File: src/design/mpcl_pkg.sv
// shared types, constants and codes of the mesh point cell locator
package mpcl_pkg;

    localparam int MAX_CELLS_DEF    = 4096;
    localparam int MAX_VERTICES_DEF = 8192;
    localparam int COORD_BITS_DEF   = 32;
    localparam int COORD_STRIDE     = 3;

    localparam int REQ_W        = 2;
    localparam int CELL_IDX_W   = 12;
    localparam int CORNER_W     = 3;
    localparam int VERTEX_W     = 13;
    localparam int AXIS_W       = 2;
    localparam int COORD_W      = 32;
    localparam int CELL_COUNT_W = 13;
    localparam int DIMS_W       = 2;

    localparam int CORNERS_2D = 4;
    localparam int CORNERS_3D = 8;

    localparam int CFG_IDX_W  = 2;
    localparam int CFG_DATA_W = 13;

    localparam int QUEUE_DEPTH = 4;
    localparam int QUEUE_AW    = $clog2(QUEUE_DEPTH);

    localparam logic [REQ_W-1:0] REQ_CORNER = 2'd0;
    localparam logic [REQ_W-1:0] REQ_COORD  = 2'd1;
    localparam logic [REQ_W-1:0] REQ_LOCATE = 2'd2;

    localparam logic [AXIS_W-1:0] AXIS_X = 2'd0;
    localparam logic [AXIS_W-1:0] AXIS_Y = 2'd1;
    localparam logic [AXIS_W-1:0] AXIS_Z = 2'd2;

    localparam logic [CFG_IDX_W-1:0] CFG_DIMS       = 2'd0;
    localparam logic [CFG_IDX_W-1:0] CFG_CELL_COUNT = 2'd1;

    localparam logic [DIMS_W-1:0] DIMS_2D    = 2'd2;
    localparam logic [DIMS_W-1:0] DIMS_RESET = 2'd3;

    typedef struct packed {
        logic [REQ_W-1:0]        req_type;
        logic [CELL_IDX_W-1:0]   cell_index;
        logic [CORNER_W-1:0]     corner;
        logic [VERTEX_W-1:0]     vertex_index;
        logic [AXIS_W-1:0]       axis;
        logic signed [COORD_W-1:0] coord_value;
        logic signed [COORD_W-1:0] pos_x;
        logic signed [COORD_W-1:0] pos_y;
        logic signed [COORD_W-1:0] pos_z;
    } t_in_item;

    typedef struct packed {
        logic                  found;
        logic [CELL_IDX_W-1:0] cell_id;
    } t_out_item;

    typedef enum logic [1:0] {
        OP_CORNER,
        OP_COORD,
        OP_LOCATE
    } t_op;

    typedef struct packed {
        t_op      op;
        t_in_item item;
    } t_cmd;

    typedef struct packed {
        logic [DIMS_W-1:0]       dims;
        logic [CELL_COUNT_W-1:0] cell_count;
    } t_cfg;

endpackage

File: src/design/mpcl_cmd_queue.sv
// short command queue between the front end and the scan engine
module mpcl_cmd_queue import mpcl_pkg::*; (
    input  logic i_clk,
    input  logic i_rst_n,
    input  logic i_push,
    input  t_cmd i_cmd,
    output logic o_full,
    input  logic i_pop,
    output logic o_empty,
    output t_cmd o_cmd
);

    t_cmd               r_slot [QUEUE_DEPTH];
    logic [QUEUE_AW-1:0] r_wr_ptr;
    logic [QUEUE_AW-1:0] r_rd_ptr;
    logic [QUEUE_AW:0]   r_count;
    logic               do_push;
    logic               do_pop;

    assign o_full  = r_count == (QUEUE_AW+1)'(QUEUE_DEPTH);
    assign o_empty = r_count == '0;
    assign do_push = i_push && !o_full;
    assign do_pop  = i_pop && !o_empty;
    assign o_cmd   = r_slot[r_rd_ptr];

    always_ff @(posedge i_clk) begin
        if (!i_rst_n) begin
            r_wr_ptr <= '0;
            r_rd_ptr <= '0;
            r_count  <= '0;
        end else begin
            if (do_push) begin
                r_wr_ptr <= r_wr_ptr + 1'b1;
            end
            if (do_pop) begin
                r_rd_ptr <= r_rd_ptr + 1'b1;
            end
            case ({do_push, do_pop})
                2'b10:   r_count <= r_count + 1'b1;
                2'b01:   r_count <= r_count - 1'b1;
                default: r_count <= r_count;
            endcase
        end
    end

    always_ff @(posedge i_clk) begin
        if (do_push) begin
            r_slot[r_wr_ptr] <= i_cmd;
        end
    end

endmodule

File: config.mk
export PLATFORM = sky130hd
export DESIGN_NAME = mpcl_cmd_queue
export DESIGN_NICKNAME = d
export VERILOG_FILES = /design/src/design/mpcl_pkg.sv /design/src/design/mpcl_cmd_queue.sv
export SDC_FILE = /design/constraint.sdc
export NUM_CORES = 1
export LEC_CHECK = 0
export BUFFER_PORTS_ARGS = -buffer_cell sky130_fd_sc_hd__buf_2
export CELL_PAD_IN_SITES_DETAIL_PLACEMENT = 1
export CELL_PAD_IN_SITES_GLOBAL_PLACEMENT = 2
export CORE_MARGIN = 2
export CORE_UTILIZATION = 45
export DETAILED_ROUTE_END_ITERATION = 8
export GPL_ROUTABILITY_DRIVEN = 1
export HOLD_SLACK_MARGIN = 0.08
export PLACE_DENSITY = 0.84
export SETUP_SLACK_MARGIN = 0.05
export SLEW_MARGIN = 40
export SYNTH_ARGS = -nofsm -noshare
export SYNTH_HDL_FRONTEND = slang
export SYNTH_SLANG_ARGS = --single-unit
File: constraint.sdc
create_clock -name i_clk -period 5.9 [get_ports i_clk]
set_input_delay 0 -clock i_clk [delete_from_list [all_inputs] [get_ports i_clk]]
set_output_delay 0 -clock i_clk [all_outputs]
set_load 0.05 [all_outputs]
==> flow_metrics.py <==
metrics = {
    "clock_network": {
        "cts_root_buffer": "clkbuf_16",
        "clk-insertion-delay-late_ps": 590,
        "cts.sinks": 657,
        "post_cts_buffers": 0,
        "cts_max_level": 3,
        "cts_buffers": 68,
        "clk_path_buf_depth": 3,
        "path_clk_slew_ps": 60,
        "cts_resized": 0,
        "cts_tree": "yes",
    },
    "setup_path": {
        "r2r_start": "r_count[0]",
        "cp_num_cells": 4,
        "cp_top_family": "buffers and inverters",
        "rr_worst_depth": 4,
        "start_kind": "flip-flop",
        "r2r_setup_slack_ps": 3030,
        "critPathSlowestCell": "dfxtp_4",
        "cp_max_fo": 64,
        "critPathCaptureType": "output pin",
        "timing.critical_path.to": "o_cmd[129]",
        "critPathBufInv": 3,
        "cp.required_ps": 5900,
        "slowest_delay_ps": 780,
        "crit_arrival_ps": 3130,
        "worstSetupPathType": "flip-flop to output pin",
        "path_cells": "buf_12 > buf_16 > mux4_2 > buf_2",
        "r2r-end": "r_slot[3][118]",
    },
    "power": {
        "p_seq_share_pct": 41.3,
        "p_leak_nw": 10.15,
        "p_total_w": 0.01403,
        "power_frac_comb_pct": 29.0,
        "swShare_pct": 33.44,
        "power_frac_clock_pct": 29.8,
        "power.switching_w": 0.004693,
        "internal_power_w": 0.009339,
        "power_density_nw_per_um2": 464.8,
        "vdd_drop_max_uv": 364.2,
    },
    "timing": {
        "slew_violations": 0,
        "hold_viol": 0,
        "setup_violations": 0,
        "period_needed_ps": 3127,
        "max_slew_margin_pct": 45.36,
        "max_freq_mhz": 319.7,
        "fin_worst_skew_ps": 22.31,
        "tightest_slew_ps": 819.6,
        "fin_setup_tns_ps": 0,
        "timing.final.crit_share_pct": 53.01,
        "rsz0062_at_grt": "no",
    },
    "final_layout": {
        "nNetsFinal": 1612,
        "drive_above_1_share_pct": 40.48,
        "fill_cells": 4507,
        "syn_to_final_growth_pct": 26.72,
        "finalNonFillerCells": 2187,
        "fin_area_um2": 30190,
        "utilization_pct": 57.56,
    },
    "grt": {
        "grt_pass1_wl_um": 78710,
        "antenna_found_initial": 8,
        "track_usage_pct": 19.53,
        "grt_pass1_vias": 12660,
        "grt_max_degree": 96,
        "gr-total-overflow": 0,
    },
    "run_status": {
        "run_status": "finished clean",
    },
    "flow_run": {
        "cap_violations": 0,
    },
    "synth": {
        "avgSynthCellArea_um2": 26.47,
        "synth_nets": 1072,
        "ys_seq_elements": 657,
        "yosysWarnings": 0,
        "syn-cell-area_um2": 23820,
        "synth_cell_types": 22,
        "yosysSeqAreaShare_pct": 82.44,
        "synthCells": 900,
    },
    "hold_path": {
        "hp-class": "primary input to flip-flop",
    },
    "floorplanning": {
        "die_w_um": 234.1,
        "num_rows": 84,
        "coreArea_um2": 52450,
        "dieArea_um2": 54800,
        "initial_utilization_pct": 45.42,
        "die_height_um": 234.1,
        "ios": 330,
    },
    "drt": {
        "vias_per_cell": 5.251,
        "vias": 11490,
        "wl_um": 52960,
        "drt_iter0_markers": 774,
        "avgRoutedWirePerCell_um": 24.21,
        "drtPass1Iterations": 4,
        "drc": 0,
        "ant_nets": 0,
    },
    "placed_design": {
        "placed_area_um2": 26320,
        "dp.cells": 1892,
        "io_buffer_count": 329,
        "dp_hpwl_um": 30770,
        "finalWeightedCongestion": 0.7166,
    },
}
-- kinds of logic (layout without fill, tap and decap cells) --
family,count (synthesis),count (layout),synth area share [%]
adders and majority gates,6,6,0.3466
DFF,657,657,82.44
AOI/OAI and AO/OA,7,7,0.1680
xor gates and xnor gates,2,2,0.07354
buffers and inverters,44,636,1.103
other,0,7,0
muxes,164,164,15.40
and+or+nand+nor,20,20,0.4727
-- state kept, by name, indices dropped and copies added (netlist names), named ones only --
| register | count |
|---|---|
| r_count | 3 |
| r_rd_ptr | 2 |
| r_slot | 648 |
| r_wr_ptr | 2 |
-- how the worst min path moves through the flow --
stage	start	to	slack (ps)	cells past startpoint
final	i_cmd[13]	r_slot[1][13]	170	2
after global routing	i_cmd[115]	r_slot[0][115]	140	2
after CTS	i_cmd[26]	r_slot[2][26]	120	2
after detailed placement	i_cmd[139]	r_slot[3][139]	220	1
after global placement	i_cmd[63]	r_slot[0][63]	210	1
after floorplan	i_cmd[0]	r_slot[0][0]	100	0
-- cell type report --
type / instances / area, um^2 / area share (%)
flip-flops and latches: 657 / 19650 / 65.08
multi-input cells: 199 / 3931 / 13.02
repair buffers: 508 / 3538 / 11.72
clock buffers: 87 / 1836 / 6.080
well taps: 688 / 860.8 / 2.851
clock inverters: 35 / 336.6 / 1.115
inverters: 6 / 22.52 / 0.07460
diodes: 7 / 17.52 / 0.05802
-- synth_stat cells --
cell | number | share of area [%]
edfxtp_1 | 648 | 82
mux4_2 | 162 | 15
buf_2 | 18 | 0.38
buf_6 | 10 | 0.47
dfxtp_1 | 9 | 0.76
clkbuf_1 | 8 | 0.13
nand2_1 | 7 | 0.11
and2_1 | 6 | 0.16
inv_1 | 6 | 0.095
ha_1 | 5 | 0.26
o21ai_0 | 5 | 0.11
a21boi_0 | 2 | 0.063
buf_1 | 2 | 0.032
mux2i_1 | 2 | 0.084
nor2b_1 | 2 | 0.053
or3_1 | 2 | 0.053
fa_1 | 1 | 0.084
nor3_1 | 1 | 0.021
nor3b_1 | 1 | 0.032
or4bb_1 | 1 | 0.047
xnor2_1 | 1 | 0.037
xor2_1 | 1 | 0.037
-- power by group through the flow --
stage	clock network [W]	registers (W)	logic, W
global placement	0	0.00584	0.00395
finish	0.00418	0.00579	0.00406
global route	0.00443	0.00583	0.00427
floorplan	0	0.00585	0.00313
detailed placement	0	0.00589	0.00400
CTS	0.00427	0.00579	0.00410
-- metal layers --
metal,track usage (%),routed length (um),part of all wire [%],vias to the layer above
li1,-,-,-,4985
met5,0,30,0.057,-
met1,24.76,20710,39,6022
met3,5.788,3602,6.8,76
met2,32.91,27560,52,398
met4,5.439,1047,2.0,4
-- cell usage in the layout (no fill, tap or decap), types with 5 or more instances in the layout --
cell type        n
edfxtp_1       648
buf_2          329
dlygate4sd3_1  165
mux4_2         162
clkbuf_16       70
clkbuf_1        15
clkinv_1        14
clkinv_2         9
diode_2          7
nand2_1          7
buf_12           7
dfxtp_1          7
inv_1            6
bufinv_16        6
o21ai_0          5
ha_1             5
-- through the flow --
stage	worst slack, ps	hold slack, ps
finish	2773	167.2
global route	2510	142.7
detailed placement	3059	218.7
global placement	3048	208.3
CTS	2702	124.5
floorplan	608.3	98.87
-- what timing repair did --
item | 4_1_cts | 5_1_grt
setup endpoints to repair | 0 | 0
hold buffers | 165 | 0
endpoints found under the hold margin | 657 | 0
Note: power is estimated with default switching activity, not from simulation.
